[src/heater_pi_with_antiwindup_macros.svh]
// ----------------------------------------------------------------------------
// heater pi controller assertion macros
// concurrent assertion wrappers, compiled out when SYNTH is defined
// ----------------------------------------------------------------------------
`ifndef HEATER_PI_WITH_ANTIWINDUP_MACROS_SVH
`define HEATER_PI_WITH_ANTIWINDUP_MACROS_SVH

`ifndef SYNTH
// same-cycle implication
`define HPI_ASSERT_IMPLY(label, clk_s, rst_s, ante, cons, msg) \
  label: assert property (@(posedge clk_s) disable iff (!rst_s) (ante) |-> (cons)) \
    else $error(msg);
// next-cycle implication
`define HPI_ASSERT_NEXT(label, clk_s, rst_s, ante, cons, msg) \
  label: assert property (@(posedge clk_s) disable iff (!rst_s) (ante) |=> (cons)) \
    else $error(msg);
`else
`define HPI_ASSERT_IMPLY(label, clk_s, rst_s, ante, cons, msg)
`define HPI_ASSERT_NEXT(label, clk_s, rst_s, ante, cons, msg)
`endif

`endif

[src/hpi_pkg.sv]
// ----------------------------------------------------------------------------
// hpi_pkg
// shared types and constants of the heater pi controller
// ----------------------------------------------------------------------------
package hpi_pkg;

  // configuration register indexes
  typedef enum logic [1:0] {
    REG_SET_POINT = 2'd0,
    REG_ROOM_TEMP = 2'd1,
    REG_PROP_GAIN = 2'd2,
    REG_LOAD_GAIN = 2'd3
  } reg_idx_t;

  localparam int TEMP_W    = 14;
  localparam int GAIN_W    = 8;
  localparam int RAW_W     = 16;
  localparam int DELTA_W   = 15;
  localparam int DRIVE_W   = 17;
  localparam int INTEG_W   = 16;
  localparam int MISS_W    = 3;
  localparam int DUTY_W    = 8;
  localparam int LEVEL_W   = 4;
  localparam int CFG_W     = 14;

  localparam int QUEUE_DEPTH = 2;

  localparam logic [TEMP_W-1:0] SET_POINT_RST    = 14'd3000;
  localparam logic [TEMP_W-1:0] ROOM_TEMP_RST    = 14'd1900;
  localparam logic [GAIN_W-1:0] PROP_GAIN_RST    = 8'd58;
  localparam logic [GAIN_W-1:0] LOAD_GAIN_RST    = 8'd4;
  localparam logic [TEMP_W-1:0] CURRENT_TEMP_RST = 14'd2000;
  localparam logic [18:0]       READING_MAX      = 19'd12500;
  localparam logic [MISS_W-1:0] MISS_SAT         = 3'd7;
  localparam logic [DUTY_W-1:0] DUTY_FULL        = 8'd255;
  localparam logic [LEVEL_W-1:0] LEVEL_FULL      = 4'd9;

  // classified reading handed from front to back
  typedef struct packed {
    logic                ok;
    logic [TEMP_W-1:0]   temp;
    logic [DELTA_W-1:0]  delta;
    logic [DRIVE_W-1:0]  drive;
  } work_t;

  // configuration seen by the front
  typedef struct packed {
    logic [TEMP_W-1:0] set_point;
    logic [TEMP_W-1:0] room_temp;
    logic [GAIN_W-1:0] prop_gain;
    logic [GAIN_W-1:0] load_gain;
  } cfg_t;

  function automatic logic [LEVEL_W-1:0] level_of(input logic [DUTY_W-1:0] d);
    logic [DUTY_W:0] s;
    s = {1'b0, d} + 9'd31;
    if (d == DUTY_FULL) begin
      return LEVEL_FULL;
    end
    return s[DUTY_W:5];
  endfunction

endpackage

[src/hpi_front.sv]
// ----------------------------------------------------------------------------
// hpi_front
// scales the raw reading, range-checks it and forms the proportional plus
// feedforward drive
// ----------------------------------------------------------------------------
module hpi_front (
  input  logic [hpi_pkg::RAW_W-1:0] raw_reading,
  input  hpi_pkg::cfg_t             cfg,
  output hpi_pkg::work_t            item
);

  logic [22:0]                         raw_x100;
  logic [18:0]                         reading;
  logic                                ok;
  logic signed [hpi_pkg::DELTA_W-1:0]  sp_s;
  logic signed [hpi_pkg::DELTA_W-1:0]  temp_s;
  logic signed [hpi_pkg::DELTA_W-1:0]  room_s;
  logic signed [hpi_pkg::DELTA_W-1:0]  delta;
  logic signed [hpi_pkg::DELTA_W-1:0]  load;
  logic signed [23:0]                  p_prod;
  logic signed [23:0]                  l_prod;
  logic signed [24:0]                  sum;
  logic signed [24:0]                  sum_adj;
  logic signed [24:0]                  sum_q;

  // raw * 100 as shift-add, then / 16
  assign raw_x100 = {1'b0, raw_reading, 6'd0} + {2'd0, raw_reading, 5'd0}
                  + {5'd0, raw_reading, 2'd0};
  assign reading  = raw_x100[22:4];
  assign ok       = (reading != 19'd0) && (reading < hpi_pkg::READING_MAX);

  assign sp_s   = {1'b0, cfg.set_point};
  assign temp_s = {1'b0, reading[hpi_pkg::TEMP_W-1:0]};
  assign room_s = {1'b0, cfg.room_temp};
  assign delta  = sp_s - temp_s;
  assign load   = sp_s - room_s;

  assign p_prod = delta * $signed({1'b0, cfg.prop_gain});
  assign l_prod = load * $signed({1'b0, cfg.load_gain});
  assign sum    = 25'(p_prod) + 25'(l_prod);

  // divide by 256 truncating toward zero
  assign sum_adj = sum + (sum < 0 ? 25'sd255 : 25'sd0);
  assign sum_q   = sum_adj >>> 8;

  assign item.ok    = ok;
  assign item.temp  = reading[hpi_pkg::TEMP_W-1:0];
  assign item.delta = delta;
  assign item.drive = sum_q[hpi_pkg::DRIVE_W-1:0];

endmodule

[src/hpi_queue.sv]
// ----------------------------------------------------------------------------
// hpi_queue
// small item queue between front and back
// ----------------------------------------------------------------------------
`include "heater_pi_with_antiwindup_macros.svh"

module hpi_queue (
  input  logic           clk,
  input  logic           rst_n,
  input  logic           push_valid,
  output logic           push_ready,
  input  hpi_pkg::work_t push_item,
  output logic           pop_valid,
  input  logic           pop_ready,
  output hpi_pkg::work_t pop_item
);

  localparam int PTR_W = $clog2(hpi_pkg::QUEUE_DEPTH);
  localparam int CNT_W = $clog2(hpi_pkg::QUEUE_DEPTH + 1);

  hpi_pkg::work_t    mem_r [hpi_pkg::QUEUE_DEPTH];
  logic [PTR_W-1:0]  wr_ptr_r, wr_ptr_nxt;
  logic [PTR_W-1:0]  rd_ptr_r, rd_ptr_nxt;
  logic [CNT_W-1:0]  count_r, count_nxt;
  logic              push;
  logic              pop;

  assign push_ready = (count_r != CNT_W'(hpi_pkg::QUEUE_DEPTH));
  assign pop_valid  = (count_r != '0);
  assign push       = push_valid && push_ready;
  assign pop        = pop_valid && pop_ready;
  assign pop_item   = mem_r[rd_ptr_r];

  always_comb begin
    wr_ptr_nxt = wr_ptr_r;
    rd_ptr_nxt = rd_ptr_r;
    count_nxt  = count_r;
    if (push) begin
      wr_ptr_nxt = (wr_ptr_r == PTR_W'(hpi_pkg::QUEUE_DEPTH - 1)) ? '0 : wr_ptr_r + 1'b1;
    end
    if (pop) begin
      rd_ptr_nxt = (rd_ptr_r == PTR_W'(hpi_pkg::QUEUE_DEPTH - 1)) ? '0 : rd_ptr_r + 1'b1;
    end
    if (push && !pop) begin
      count_nxt = count_r + 1'b1;
    end else if (pop && !push) begin
      count_nxt = count_r - 1'b1;
    end
  end

  always_ff @(posedge clk) begin
    if (!rst_n) begin
      wr_ptr_r <= '0;
      rd_ptr_r <= '0;
      count_r  <= '0;
    end else begin
      wr_ptr_r <= wr_ptr_nxt;
      rd_ptr_r <= rd_ptr_nxt;
      count_r  <= count_nxt;
    end
  end

  always_ff @(posedge clk) begin
    if (push) begin
      mem_r[wr_ptr_r] <= push_item;
    end
  end

  `HPI_ASSERT_IMPLY(a_count_bound, clk, rst_n, 1'b1, count_r <= CNT_W'(hpi_pkg::QUEUE_DEPTH), "queue count beyond depth")

endmodule

[src/hpi_back.sv]
// ----------------------------------------------------------------------------
// hpi_back
// integrator with conditional integration and rise/fall reset, duty clamp,
// miss counting and fault latch, output register
// ----------------------------------------------------------------------------
`include "heater_pi_with_antiwindup_macros.svh"

module hpi_back #(
  parameter int INTEGRATOR_LIMIT = 16384,
  parameter int MISS_LIMIT       = 3
) (
  input  logic                          clk,
  input  logic                          rst_n,
  input  logic                          item_valid,
  output logic                          item_ready,
  input  hpi_pkg::work_t                item,
  output logic                          out_valid,
  input  logic                          out_ready,
  output logic [hpi_pkg::DUTY_W-1:0]    out_duty,
  output logic [hpi_pkg::LEVEL_W-1:0]   out_power_level,
  output logic [hpi_pkg::TEMP_W-1:0]    out_temperature,
  output logic                          out_reading_ok,
  output logic                          out_fault
);

  logic [hpi_pkg::TEMP_W-1:0]          cur_temp_r, cur_temp_nxt;
  logic [hpi_pkg::TEMP_W-1:0]          prev_temp_r, prev_temp_nxt;
  logic signed [hpi_pkg::INTEG_W-1:0]  integ_r, integ_nxt;
  logic [hpi_pkg::DUTY_W-1:0]          held_duty_r, held_duty_nxt;
  logic [hpi_pkg::MISS_W-1:0]          miss_count_r, miss_count_nxt;
  logic                                fault_latch_r, fault_latch_nxt;

  logic                                out_valid_r;
  logic [hpi_pkg::DUTY_W-1:0]          out_duty_r;
  logic [hpi_pkg::LEVEL_W-1:0]         out_level_r;
  logic [hpi_pkg::TEMP_W-1:0]          out_temp_r;
  logic                                out_ok_r;
  logic                                out_fault_r;

  logic                                fire;
  logic signed [hpi_pkg::DRIVE_W-1:0]  drive;
  logic signed [hpi_pkg::DELTA_W-1:0]  delta;
  logic signed [hpi_pkg::DELTA_W-1:0]  vel;
  logic                                integ_en;
  logic signed [16:0]                  lim_pos;
  logic signed [16:0]                  integ_sum;
  logic signed [16:0]                  integ_cl;
  logic signed [hpi_pkg::INTEG_W-1:0]  integ_upd;
  logic signed [16:0]                  integ_adj;
  logic signed [16:0]                  integ_q;
  logic signed [17:0]                  drive_sum;
  logic [hpi_pkg::DUTY_W-1:0]          duty_cl;
  logic [3:0]                          miss_inc;

  assign item_ready = !out_valid_r || out_ready;
  assign fire       = item_valid && item_ready;

  assign drive   = item.drive;
  assign delta   = item.delta;
  assign vel     = $signed({1'b0, item.temp}) - $signed({1'b0, prev_temp_r});
  assign lim_pos = 17'(INTEGRATOR_LIMIT);

  assign integ_en = (drive < 17'sd255 && drive > 17'sd0)
                 || (drive >= 17'sd255 && delta < 15'sd0)
                 || (drive <= 17'sd0 && delta > 15'sd0);

  assign integ_sum = 17'(integ_r) + 17'(delta);

  always_comb begin
    priority if (!integ_en) begin
      integ_cl = 17'(integ_r);
    end else if (integ_sum > lim_pos) begin
      integ_cl = lim_pos;
    end else if (integ_sum < -lim_pos) begin
      integ_cl = -lim_pos;
    end else begin
      integ_cl = integ_sum;
    end
  end

  // fast rise or fall zeroes a same-sign integrator
  always_comb begin
    priority if (vel > 15'sd4 && integ_cl > 17'sd0) begin
      integ_upd = '0;
    end else if (vel < -15'sd3 && integ_cl < 17'sd0) begin
      integ_upd = '0;
    end else begin
      integ_upd = integ_cl[hpi_pkg::INTEG_W-1:0];
    end
  end

  assign integ_adj = 17'(integ_upd) + (integ_upd < 0 ? 17'sd255 : 17'sd0);
  assign integ_q   = integ_adj >>> 8;
  assign drive_sum = 18'(drive) + 18'(integ_q);

  always_comb begin
    priority if (drive_sum < 18'sd0) begin
      duty_cl = '0;
    end else if (drive_sum > 18'sd255) begin
      duty_cl = hpi_pkg::DUTY_FULL;
    end else begin
      duty_cl = drive_sum[hpi_pkg::DUTY_W-1:0];
    end
  end

  assign miss_inc = {1'b0, miss_count_r} + 4'd1;

  always_comb begin
    cur_temp_nxt    = cur_temp_r;
    prev_temp_nxt   = prev_temp_r;
    integ_nxt       = integ_r;
    held_duty_nxt   = held_duty_r;
    miss_count_nxt  = miss_count_r;
    fault_latch_nxt = fault_latch_r;
    if (fire && !fault_latch_r) begin
      if (item.ok) begin
        cur_temp_nxt   = item.temp;
        prev_temp_nxt  = item.temp;
        integ_nxt      = integ_upd;
        held_duty_nxt  = duty_cl;
        miss_count_nxt = '0;
      end else begin
        if (miss_inc > 4'(MISS_LIMIT)) begin
          fault_latch_nxt = 1'b1;
        end
        miss_count_nxt = (miss_inc > 4'(hpi_pkg::MISS_SAT)) ? hpi_pkg::MISS_SAT
                                                            : miss_inc[hpi_pkg::MISS_W-1:0];
      end
    end
  end

  always_ff @(posedge clk) begin
    if (!rst_n) begin
      cur_temp_r    <= hpi_pkg::CURRENT_TEMP_RST;
      prev_temp_r   <= '0;
      integ_r       <= '0;
      held_duty_r   <= '0;
      miss_count_r  <= '0;
      fault_latch_r <= 1'b0;
      out_valid_r   <= 1'b0;
    end else begin
      cur_temp_r    <= cur_temp_nxt;
      prev_temp_r   <= prev_temp_nxt;
      integ_r       <= integ_nxt;
      held_duty_r   <= held_duty_nxt;
      miss_count_r  <= miss_count_nxt;
      fault_latch_r <= fault_latch_nxt;
      if (fire) begin
        out_valid_r <= 1'b1;
      end else if (out_ready) begin
        out_valid_r <= 1'b0;
      end
    end
  end

  always_ff @(posedge clk) begin
    if (fire) begin
      out_duty_r  <= fault_latch_nxt ? '0 : held_duty_nxt;
      out_level_r <= fault_latch_nxt ? '0 : hpi_pkg::level_of(held_duty_nxt);
      out_temp_r  <= cur_temp_nxt;
      out_ok_r    <= item.ok;
      out_fault_r <= fault_latch_nxt;
    end
  end

  assign out_valid       = out_valid_r;
  assign out_duty        = out_duty_r;
  assign out_power_level = out_level_r;
  assign out_temperature = out_temp_r;
  assign out_reading_ok  = out_ok_r;
  assign out_fault       = out_fault_r;

  `HPI_ASSERT_NEXT(a_fault_sticky, clk, rst_n, fault_latch_r, fault_latch_r, "fault latch cleared without reset")
  `HPI_ASSERT_IMPLY(a_fault_off, clk, rst_n, out_valid_r && out_fault_r, out_duty_r == '0 && out_level_r == '0, "heater driven while faulted")
  `HPI_ASSERT_NEXT(a_miss_clear, clk, rst_n, fire && item.ok && !fault_latch_r, miss_count_r == '0, "miss count kept after good reading")
  `HPI_ASSERT_NEXT(a_integ_bound, clk, rst_n, 1'b1, integ_r <= 16'(INTEGRATOR_LIMIT) && integ_r >= -16'(INTEGRATOR_LIMIT), "integrator beyond limit")

endmodule

[src/heater_pi_with_antiwindup.sv]
// ----------------------------------------------------------------------------
// heater_pi_with_antiwindup
// pi heater controller with set-point feedforward, anti-windup and fault latch
// ----------------------------------------------------------------------------
// One result item per accepted reading. A new reading is taken every clock
// cycle while the queue has room; its result is written into a queue entry
// and then into the output register. The front scales and range-checks the
// reading and forms the proportional plus feedforward drive in the accepting
// cycle; a two-entry queue then feeds the back, whose integrator and fault
// state update takes one item per cycle while the output does not stall. The
// user must write configuration registers through cfg_we/cfg_index/cfg_wdata
// only while no item is in flight; the block itself does not enforce this.
module heater_pi_with_antiwindup #(
  parameter int INTEGRATOR_LIMIT = 16384,
  parameter int MISS_LIMIT       = 3
) (
  input  logic                          clk,
  input  logic                          rst_n,
  input  logic                          cfg_we,
  input  logic [1:0]                    cfg_index,
  input  logic [hpi_pkg::CFG_W-1:0]     cfg_wdata,
  input  logic                          in_valid,
  output logic                          in_ready,
  input  logic [hpi_pkg::RAW_W-1:0]     in_raw_reading,
  output logic                          out_valid,
  input  logic                          out_ready,
  output logic [hpi_pkg::DUTY_W-1:0]    out_duty,
  output logic [hpi_pkg::LEVEL_W-1:0]   out_power_level,
  output logic [hpi_pkg::TEMP_W-1:0]    out_temperature,
  output logic                          out_reading_ok,
  output logic                          out_fault
);

  hpi_pkg::cfg_t   cfg_r, cfg_nxt;
  hpi_pkg::work_t  front_item;
  hpi_pkg::work_t  back_item;
  logic            back_valid;
  logic            back_ready;

  always_comb begin
    cfg_nxt = cfg_r;
    if (cfg_we) begin
      unique case (hpi_pkg::reg_idx_t'(cfg_index))
        hpi_pkg::REG_SET_POINT: cfg_nxt.set_point = cfg_wdata;
        hpi_pkg::REG_ROOM_TEMP: cfg_nxt.room_temp = cfg_wdata;
        hpi_pkg::REG_PROP_GAIN: cfg_nxt.prop_gain = cfg_wdata[hpi_pkg::GAIN_W-1:0];
        hpi_pkg::REG_LOAD_GAIN: cfg_nxt.load_gain = cfg_wdata[hpi_pkg::GAIN_W-1:0];
        default:                cfg_nxt = cfg_r;
      endcase
    end
  end

  always_ff @(posedge clk) begin
    if (!rst_n) begin
      cfg_r.set_point <= hpi_pkg::SET_POINT_RST;
      cfg_r.room_temp <= hpi_pkg::ROOM_TEMP_RST;
      cfg_r.prop_gain <= hpi_pkg::PROP_GAIN_RST;
      cfg_r.load_gain <= hpi_pkg::LOAD_GAIN_RST;
    end else begin
      cfg_r <= cfg_nxt;
    end
  end

  hpi_front u_front (
    .raw_reading (in_raw_reading),
    .cfg         (cfg_r),
    .item        (front_item)
  );

  hpi_queue u_queue (
    .clk        (clk),
    .rst_n      (rst_n),
    .push_valid (in_valid),
    .push_ready (in_ready),
    .push_item  (front_item),
    .pop_valid  (back_valid),
    .pop_ready  (back_ready),
    .pop_item   (back_item)
  );

  hpi_back #(
    .INTEGRATOR_LIMIT (INTEGRATOR_LIMIT),
    .MISS_LIMIT       (MISS_LIMIT)
  ) u_back (
    .clk             (clk),
    .rst_n           (rst_n),
    .item_valid      (back_valid),
    .item_ready      (back_ready),
    .item            (back_item),
    .out_valid       (out_valid),
    .out_ready       (out_ready),
    .out_duty        (out_duty),
    .out_power_level (out_power_level),
    .out_temperature (out_temperature),
    .out_reading_ok  (out_reading_ok),
    .out_fault       (out_fault)
  );

endmodule
[config.mk]
export PLATFORM = sky130hd
export DESIGN_NAME = heater_pi_with_antiwindup
export DESIGN_NICKNAME = d
export VERILOG_FILES = /design/src/hpi_pkg.sv /design/src/hpi_front.sv /design/src/hpi_queue.sv /design/src/hpi_back.sv /design/src/heater_pi_with_antiwindup.sv
export VERILOG_INCLUDE_DIRS = /design/src /design/src/src
export SDC_FILE = /design/constraint.sdc
export NUM_CORES = 1
export LEC_CHECK = 0
export BUFFER_PORTS_ARGS = -buffer_cell sky130_fd_sc_hd__buf_2
export CELL_PAD_IN_SITES_DETAIL_PLACEMENT = 1
export CELL_PAD_IN_SITES_GLOBAL_PLACEMENT = 2
export CORE_MARGIN = 2
export CORE_UTILIZATION = 45
export CTS_CLUSTER_SIZE = 20
export DETAILED_ROUTE_END_ITERATION = 8
export PLACE_DENSITY = 0.85
export SLEW_MARGIN = 10
export SYNTH_ARGS = -nofsm -noshare
export SYNTH_HDL_FRONTEND = slang
export SYNTH_SLANG_ARGS = --single-unit
[constraint.sdc]
create_clock -name clk -period 36.5 [get_ports clk]
set_clock_uncertainty 0.1 [all_clocks]
set_input_delay 3.65 -clock clk [delete_from_list [all_inputs] [get_ports clk]]
set_output_delay 3.65 -clock clk [all_outputs]
set_load 0.02 [all_outputs]
==> results.tsv, run 1 <==
metric	value	unit
Inst Count DP	3265	
post-synthesis sequential area ratio	24.24	%
Post-synth top cells	355 x inv_1, 286 x nand2_1, 253 x fa_1	
maximum clock frequency	65.40	MHz
DIE AREA	54910	um^2
initial core utilization	45.43	%
Synth area leader	fa_1	
CTS Buf Count	27	
# setup viols final	0	
post-synthesis async set-or-reset flop share	0	%
max-slew violation count	0	
Worst R2R End	u_queue.mem_r[1][16]	
post-synth cell types	95	
TritonRoute pass-1 iters	5	
WHS Endpoint	cfg_r[20]	
CP max stage delay	0.68	ns
CP Data Required Time	36.70	ns
worst hold stages	2	
Clock Latency Late Sink	0.59	ns
# nets final	3094	
Final WS setup	21.21	ns
worst path bufs/invs	4	
Syn Inst Count	2575	
grt ovf	0	
final non-filler cell total	3315	
syn nets	3063	
setup TNS	0	ns
Relative slew margins	24.90	%
Post-CTS Setup Repair Bufs	0	
Yosys warning total	0	
Port Buffers	66	
DRT antenna net count	0	
Post-synth top flop	edfxtp_1	
ANT cells	0	
Mean Syn Cell Area	9.271	um^2
Startpoint Class	input pin	
Hold WC Path Type	flop to flop	
Die H	234.3	um
slowest CP cell	nor3_2	
global-route usage over all layers	23.75	%
clock tree buffer depth	3	
hold path startpoint	cfg_r[20]	
Clock Pin Slew Worst Setup and Hold Paths	0.06	ns
final WL	64.12	mm
largest net degree at the start of global routing	104	
row cnt	84	
vias per cell	5.526	
core box area	52550	um^2
Residual DRC	0	
# clock sinks	228	
Yosys top cell area share	21.22	%
top cells by area, synth	fa_1 21%, edfxtp_1 15%, ha_1 10%	
WL/cell	19.34	um
period utilization	41.89	%
initial antenna violation count	0	
num ports	67	
total of max-cap violations	0	
die width	234.3	um
CTS hold repair buffers	0	
CP Capture Type	flop	
largest fanout on the critical path	10	
Fin. Hold Viols	0	
most common cell in the netlist	inv_1	
Area Overhead vs Synth	7.789	%
cell mode on critical path	fa_1	
slew of the pin with the lowest slew margin	1.125	ns
status	completed	
Root Buffer	clkbuf_16	
layout cells sized above 1	8.222	%
H-tree levels	1	
r2r setup slk	24.14	ns
Setup Crit Path Kind	input pin to flop	
r2r worst-path depth	43	
Syn Std Cell Area	23870	um^2
critical path's top delay family	adder cells	
RSZ-0062 raised after global routing	no	
first-pass GRT wire length	103.8	mm
number of enable flip-flop cells after synthesis	122	
Final Critical Period	15.29	ns
initial DRC count	807	
RePlAce Congestion	0.8487	
r2r startpoint	cfg_r[30]	
via count of the first global-routing pass	19880	
register bit count reported by yosys	228	
WP data arrival	15.49	ns
TritonCTS clock tree	yes	
via count	18320	
WHS	0.3700	ns
Place WS	20.66	ns
CTS resizes	0	
Final HPWL DP	51.74	mm
## layout make-up
class | instances | area (um^2)
inverters | 356 | 1336
well taps | 688 | 860.8
repair buffers | 82 | 450.4
fillers | 6102 | 26820
clock buffers | 37 | 764.5
clock inverters | 13 | 142.6
flip-flops and latches | 228 | 5787
multi-input cells | 1911 | 16390
## state kept, by name (all words and copies together) (netlist names), 4 cells and up, named ones only
name / cells
cfg_r: 44
u_back.cur_temp_r: 14
u_back.held_duty_r: 8
u_back.integ_r: 16
u_back.out_duty: 8
u_back.out_power_level: 4
u_back.out_temperature: 14
u_back.prev_temp_r: 14
u_queue.mem_r: 94
## stage by stage
step | utilization (%) | area, um^2
6_report | 48.96 | 25730
5_1_grt | 48.96 | 25730
4_1_cts | 48.96 | 25730
3_5_place_dp | 47.24 | 24820
3_3_place_gp | 47.24 | 24820
2_1_floorplan | - | 23870
## how the worst max path moves through the flow
stage | from | endpoint | slack, ns | cells past startpoint
floorplan | in_raw_reading[0] | u_queue.mem_r[0][16] | 21.89 | 43
global placement | in_raw_reading[0] | u_queue.mem_r[0][16] | 21.03 | 45
detailed placement | in_raw_reading[0] | u_queue.mem_r[0][16] | 20.66 | 45
CTS | in_raw_reading[0] | u_queue.mem_r[0][16] | 21.25 | 45
global route | in_raw_reading[0] | u_queue.mem_r[1][16] | 20.47 | 45
finish | in_raw_reading[0] | u_queue.mem_r[1][16] | 21.21 | 45
## worst min-delay path: cells and delay by family, from the launching register on
kind | cells | cell delay, ns
and+or+nand+nor | 1 | 0.05
DFF | 1 | 0.31
AOI/OAI and AO/OA | 1 | 0.06
## cells by family after synthesis
group                    after synthesis  synth area share (%)
AO/OA/AOI/OAI                        441                 12.66
AND/OR/NAND/NOR                      860                 17.92
XOR/XNOR                             101                 3.706
adder cells (fa/ha/maj)              451                 31.59
flip-flops                           228                 24.24
multiplexers                          58                 2.715
buffers and inverters                436                 7.165
## metal layers
layer  vias to the layer above  global-route usage (%)  routed length (um)
met5                         -                       0                   0
met4                         0                   5.837                1519
met3                        95                   2.468                1775
met2                       238                   43.29               32900
met1                      9299                   30.03               27930
li1                       8686                       -                   -
## placed cells by master, fill, tap and decap left out, types with 16 or more instances in the layout
master	Yosys	layout
xnor2_1	73	73
dfxtp_1	106	105
nor3_1	37	36
xor2_1	28	28
o211ai_1	20	20
buf_4	0	16
o21a_1	21	21
nand2b_1	28	28
ha_1	198	198
nor4_1	22	22
inv_1	355	355
a21boi_0	39	39
a21o_1	26	26
nor2b_1	47	47
nand2_1	286	286
a21oi_1	99	99
fa_1	253	253
nand3_1	50	50
edfxtp_1	122	122
o21ai_0	83	83
mux2_2	39	39
clkbuf_16	0	28
nor2_1	168	167
buf_2	9	66
and2_1	132	132
Power of run 1 is not shown: default switching activity piles up to over one toggle a cycle in this logic, so the estimate is an artifact.
==> run 2, diff against run 1 <==
--- a/config.mk
+++ b/config.mk
@@ -10,10 +10,10 @@
 export CELL_PAD_IN_SITES_DETAIL_PLACEMENT = 1
 export CELL_PAD_IN_SITES_GLOBAL_PLACEMENT = 2
 export CORE_MARGIN = 2
-export CORE_UTILIZATION = 45
+export CORE_UTILIZATION = 42
 export CTS_CLUSTER_SIZE = 20
 export DETAILED_ROUTE_END_ITERATION = 8
-export PLACE_DENSITY = 0.85
+export PLACE_DENSITY = 0.8
 export SLEW_MARGIN = 10
 export SYNTH_ARGS = -nofsm -noshare
 export SYNTH_HDL_FRONTEND = slang
==> constraint.sdc (replaced) <==
create_clock -name clk -period 15.95 [get_ports clk]
set_clock_uncertainty 0.1 [all_clocks]
set_input_delay 1.595 -clock clk [delete_from_list [all_inputs] [get_ports clk]]
set_output_delay 1.595 -clock clk [all_outputs]
set_load 0.02 [all_outputs]
==> results.tsv, run 2 (synthesis results as in run 1) <==
metric	value	unit	change
Residual DRC	0		unchanged
biggest regs	u_queue.mem_r x94, cfg_r x44, u_back.integ_r x16		unchanged
RePlAce Congestion	0.8367		was 0.8487
die width	242.4	um	was 234.3 um
first-pass GRT wire length	104.0	mm	was 103.8 mm
most common cell after layout, fill and taps aside	inv_1		unchanged
max-slew violation count	0		unchanged
# nets final	3095		was 3094
Area Overhead vs Synth	8.093	%	was 7.789%
initial antenna violation count	0		unchanged
via count	18090		was 18320
# setup viols final	0		unchanged
H-tree levels	1		unchanged
fin area	25800	um^2	was 25730 um^2
CP Data Required Time	16.17	ns	was 36.70 ns
worst path bufs/invs	4		unchanged
most flop-heavy register	u_queue.mem_r		unchanged
ANT cells	0		unchanged
largest net degree at the start of global routing	83		was 104
row cnt	87		was 84
period utilization	82.31	%	
Startpoint Class	input pin		unchanged
wl on met1	28.45	mm	was 27.93 mm
via count of the first global-routing pass	19760		was 19880
Post-CTS Setup Repair Bufs	0		unchanged
CP Capture Type	flop		unchanged
Final HPWL DP	51.44	mm	was 51.74 mm
max reg flops	94		unchanged
final WL	63.00	mm	was 64.12 mm
DR WL met3	1.558	mm	was 1.775 mm
vias per cell	5.346		was 5.526
WHS	0.3774	ns	was 0.3700 ns
TritonRoute pass-1 iters	5		unchanged
status	completed		unchanged
WL/cell	18.62	um	was 19.34 um
Port Buffers	66		unchanged
global-route usage over all layers	21.66	%	was 23.75%
Hold WC Path Type	flop to flop		unchanged
initial core utilization	42.42	%	was 45.43%
# clock sinks	228		unchanged
WP data arrival	13.35	ns	was 15.49 ns
Relative slew margins	24.89	%	was 24.90%
layout cells sized above 1	8.375	%	was 8.222%
Clock Latency Late Sink	0.57	ns	was 0.59 ns
critical path's top delay family	adder cells		unchanged
slowest CP cell	nor3_2		unchanged
slew of the pin with the lowest slew margin	1.125	ns	about the same
core box area	56280	um^2	was 52550 um^2
CTS hold repair buffers	0		unchanged
DRT antenna net count	0		unchanged
DIE AREA	58760	um^2	was 54910 um^2
Root Buffer	clkbuf_16		unchanged
cell mode on critical path	fa_1		unchanged
initial DRC count	663		was 807
CP max stage delay	0.66	ns	was 0.68 ns
Final Critical Period	13.13	ns	
clock tree buffer depth	3		unchanged
Clock Pin Slew Worst Setup and Hold Paths	0.06	ns	about the same
TritonCTS clock tree	yes		unchanged
largest fanout on the critical path	10		unchanged
Setup Crit Path Kind	input pin to flop		unchanged
Die H	242.4	um	was 234.3 um
maximum clock frequency	76.17	MHz	
RSZ-0062 raised after global routing	no		unchanged
setup TNS	0	ns	unchanged
Fin. Hold Viols	0		unchanged
Area after DPL	24920	um^2	was 24820 um^2
met2 WL	31.84	mm	was 32.90 mm
Final Util	45.85	%	was 48.96%
total of max-cap violations	0		unchanged
grt ovf	0		unchanged
CTS resizes	0		unchanged
CTS Buf Count	27		unchanged
top routing layer in use	met4		unchanged
num ports	67		unchanged
most frequent cells in the layout	355 x inv_1, 286 x nand2_1, 253 x fa_1		unchanged
## run 2: changes by cell type in the layout (fill, tap and decap cells not counted), sizes merged
cell,delta
buf,+1
clkinvlp,+1
clkinv,+1
inv,+1
bufinv,-1
clkbuf,-3
## run 2: through the flow
stage               std cells  worst slack (ns)
global placement         3334             2.505
finish                   3383             2.821
detailed placement       3334             2.230
global route             3383             2.003
CTS                      3383             2.783
floorplan                2575             3.398
## run 2: path summary, 6_finish.rpt
path,start,end,slack (ns),depth (start not counted)
worst min-delay path,cfg_r[23],cfg_r[23],0.38,2
worst max register to register,cfg_r[30],u_queue.mem_r[1][15],3.65,44
worst min register to register,cfg_r[23],cfg_r[23],0.38,2
worst max-delay path,in_raw_reading[0],u_queue.mem_r[1][15],2.82,45
## run 2: layer usage
metal	track usage [%]	up-vias
li1	-	8687
met1	28.16	9153
met2	39.16	182
met3	2.127	64
met4	4.212	0
met5	0	-
## run 2: worst register-to-register path: cells and delay by family, from the launching register on
family                     cells  cell delay [ns]
xor gates and xnor gates       1             0.12
AOI/OAI and AO/OA             20             4.19
DFF                            1             0.31
buffers and inverters          5             0.43
adders and majority gates     10             4.47
and+or+nand+nor                8             2.45
## run 2: layout make-up
cell class              count  area, um^2
fillers                  6565       30470
multi-input cells        1911       16390
flip-flops and latches    228        5787
inverters                 356        1336
well taps                 756       945.9
clock buffers              34       753.2
repair buffers             83       457.9
clock inverters            15       133.9
Power of run 2 is left out for the same reason.
==> run 3, diff against run 2 <==
==> constraint.sdc (replaced) <==
create_clock -name clk -period 13.6 [get_ports clk]
set_clock_uncertainty 0.1 [all_clocks]
set_input_delay 1.36 -clock clk [delete_from_list [all_inputs] [get_ports clk]]
set_output_delay 1.36 -clock clk [all_outputs]
set_load 0.02 [all_outputs]
==> results.tsv, run 3 (synthesis results as in run 1) <==
metric	value	unit	change
status	completed		unchanged
RePlAce Congestion	0.8356		was 0.8367
clock tree buffer depth	3		unchanged
initial DRC count	654		was 663
Fin. Hold Viols	0		unchanged
initial core utilization	42.42	%	unchanged
total of max-cap violations	0		unchanged
initial antenna violation count	0		unchanged
CP Data Required Time	13.80	ns	was 16.17 ns
TritonCTS clock tree	yes		unchanged
DRT antenna net count	0		unchanged
num ports	67		unchanged
CTS resizes	0		unchanged
first-pass GRT wire length	104.8	mm	was 104.0 mm
grt ovf	0		unchanged
Clock Latency Late Sink	0.57	ns	about the same
largest fanout on the critical path	10		unchanged
via count	18130		was 18090
max reg flops	94		unchanged
slowest CP cell	or4b_2		was nor3_2
# setup viols final	0		unchanged
row cnt	87		unchanged
RSZ-0062 raised after global routing	no		unchanged
Final HPWL DP	52.04	mm	was 51.44 mm
area of the multi-input gates	16390	um^2	unchanged
WL/cell	18.77	um	was 18.62 um
max-slew violation count	0		unchanged
CP max stage delay	0.61	ns	was 0.66 ns
core box area	56280	um^2	unchanged
setup TNS	0	ns	unchanged
global-route usage over all layers	21.93	%	was 21.66%
CTS Buf Count	26		was 27
Root Buffer	clkbuf_16		unchanged
WHS	0.3686	ns	was 0.3774 ns
fin area	25810	um^2	was 25800 um^2
Setup Crit Path Kind	input pin to flop		unchanged
cell mode on critical path	fa_1		unchanged
CTS hold repair buffers	0		unchanged
H-tree levels	1		unchanged
fill count	6539		was 6565
most flop-heavy register	u_queue.mem_r		unchanged
r2r startpoint	cfg_r[30]		unchanged
largest net degree at the start of global routing	104		was 83
Hold WC Path Type	flop to flop		unchanged
Final Critical Period	12.59	ns	
layout cells sized above 1	8.438	%	was 8.375%
CP Capture Type	flop		unchanged
Die H	242.4	um	unchanged
period utilization	92.57	%	
maximum clock frequency	79.43	MHz	
hold path startpoint	cfg_r[28]		was cfg_r[23]
biggest regs	u_queue.mem_r x94, cfg_r x44, u_back.integ_r x16		unchanged
Post-CTS Setup Repair Bufs	0		unchanged
FF/Latch Area	5787	um^2	unchanged
final WL	63.58	mm	was 63.00 mm
slew of the pin with the lowest slew margin	1.122	ns	was 1.125 ns
vias per cell	5.352		was 5.346
TritonRoute pass-1 iters	5		unchanged
Startpoint Class	input pin		unchanged
Area Overhead vs Synth	8.140	%	was 8.093%
most common cell after layout, fill and taps aside	inv_1		unchanged
# clock sinks	228		unchanged
# nets final	3099		was 3095
die width	242.4	um	unchanged
crit path from	in_raw_reading[0]		unchanged
Area after DPL	24950	um^2	was 24920 um^2
WP data arrival	12.79	ns	was 13.35 ns
Port Buffers	66		unchanged
DIE AREA	58760	um^2	unchanged
Clock Pin Slew Worst Setup and Hold Paths	0.06	ns	about the same
via count of the first global-routing pass	19760		about the same
most frequent cells in the layout	355 x inv_1, 286 x nand2_1, 253 x fa_1		unchanged
Relative slew margins	25.20	%	was 24.89%
Residual DRC	0		unchanged
run 3: cell types whose count changed in the layout (fill, tap and decap cells not counted), moves of 2 or more:
cell | before | now
buf_4 | 17 | 22
bufinv_16 | 1 | 3
clkbuf_16 | 28 | 26
clkbuf_8 | 3 | 0
clkinvlp_4 | 2 | 4
run 3: path summary, 6_finish.rpt:
check | end | slack [ns] | cells past startpoint
setup reg to reg | u_queue.mem_r[0][16] | 1.77 | 45
hold / removal | cfg_r[28] | 0.37 | 2
hold reg to reg | cfg_r[28] | 0.37 | 2
setup / recovery | u_queue.mem_r[0][16] | 1.01 | 45
run 3: layout make-up:
cell class / instances / area share [%]
inverters: 356 / 5.176
multi-input cells: 1911 / 63.49
flip-flops and latches: 228 / 22.42
repair buffers: 88 / 1.919
diodes: 1 / 0.009694
well taps: 756 / 3.664
clock inverters: 18 / 0.7464
clock buffers: 30 / 2.579
run 3: worst max-delay path: cells and delay by family:
family	cells	cell delay (ns)
adder cells (fa/ha/maj)	12	4.92
AO/OA/AOI/OAI	18	3.10
AND/OR/NAND/NOR	9	2.62
buffers and inverters	4	0.44
XOR/XNOR	2	0.32
run 3: routing by layer:
layer	part of all wire (%)	vias up	global-route usage, %
li1	-	8691	-
met1	45	9146	28.71
met2	50	219	39.08
met3	2.8	78	2.204
met4	2.1	0	4.811
met5	0	-	0
run 3: through the flow:
stage | cells | setup WS, ns | utilization [%]
finish | 3388 | 1.011 | 45.87
detailed placement | 3339 | 0.4362 | 44.34
floorplan | 2575 | 1.283 | -
global placement | 3339 | 0.7235 | 44.34
global route | 3387 | 0.2885 | 45.87
CTS | 3387 | 1.019 | 45.87
Power of run 3 is left out for the same reason.
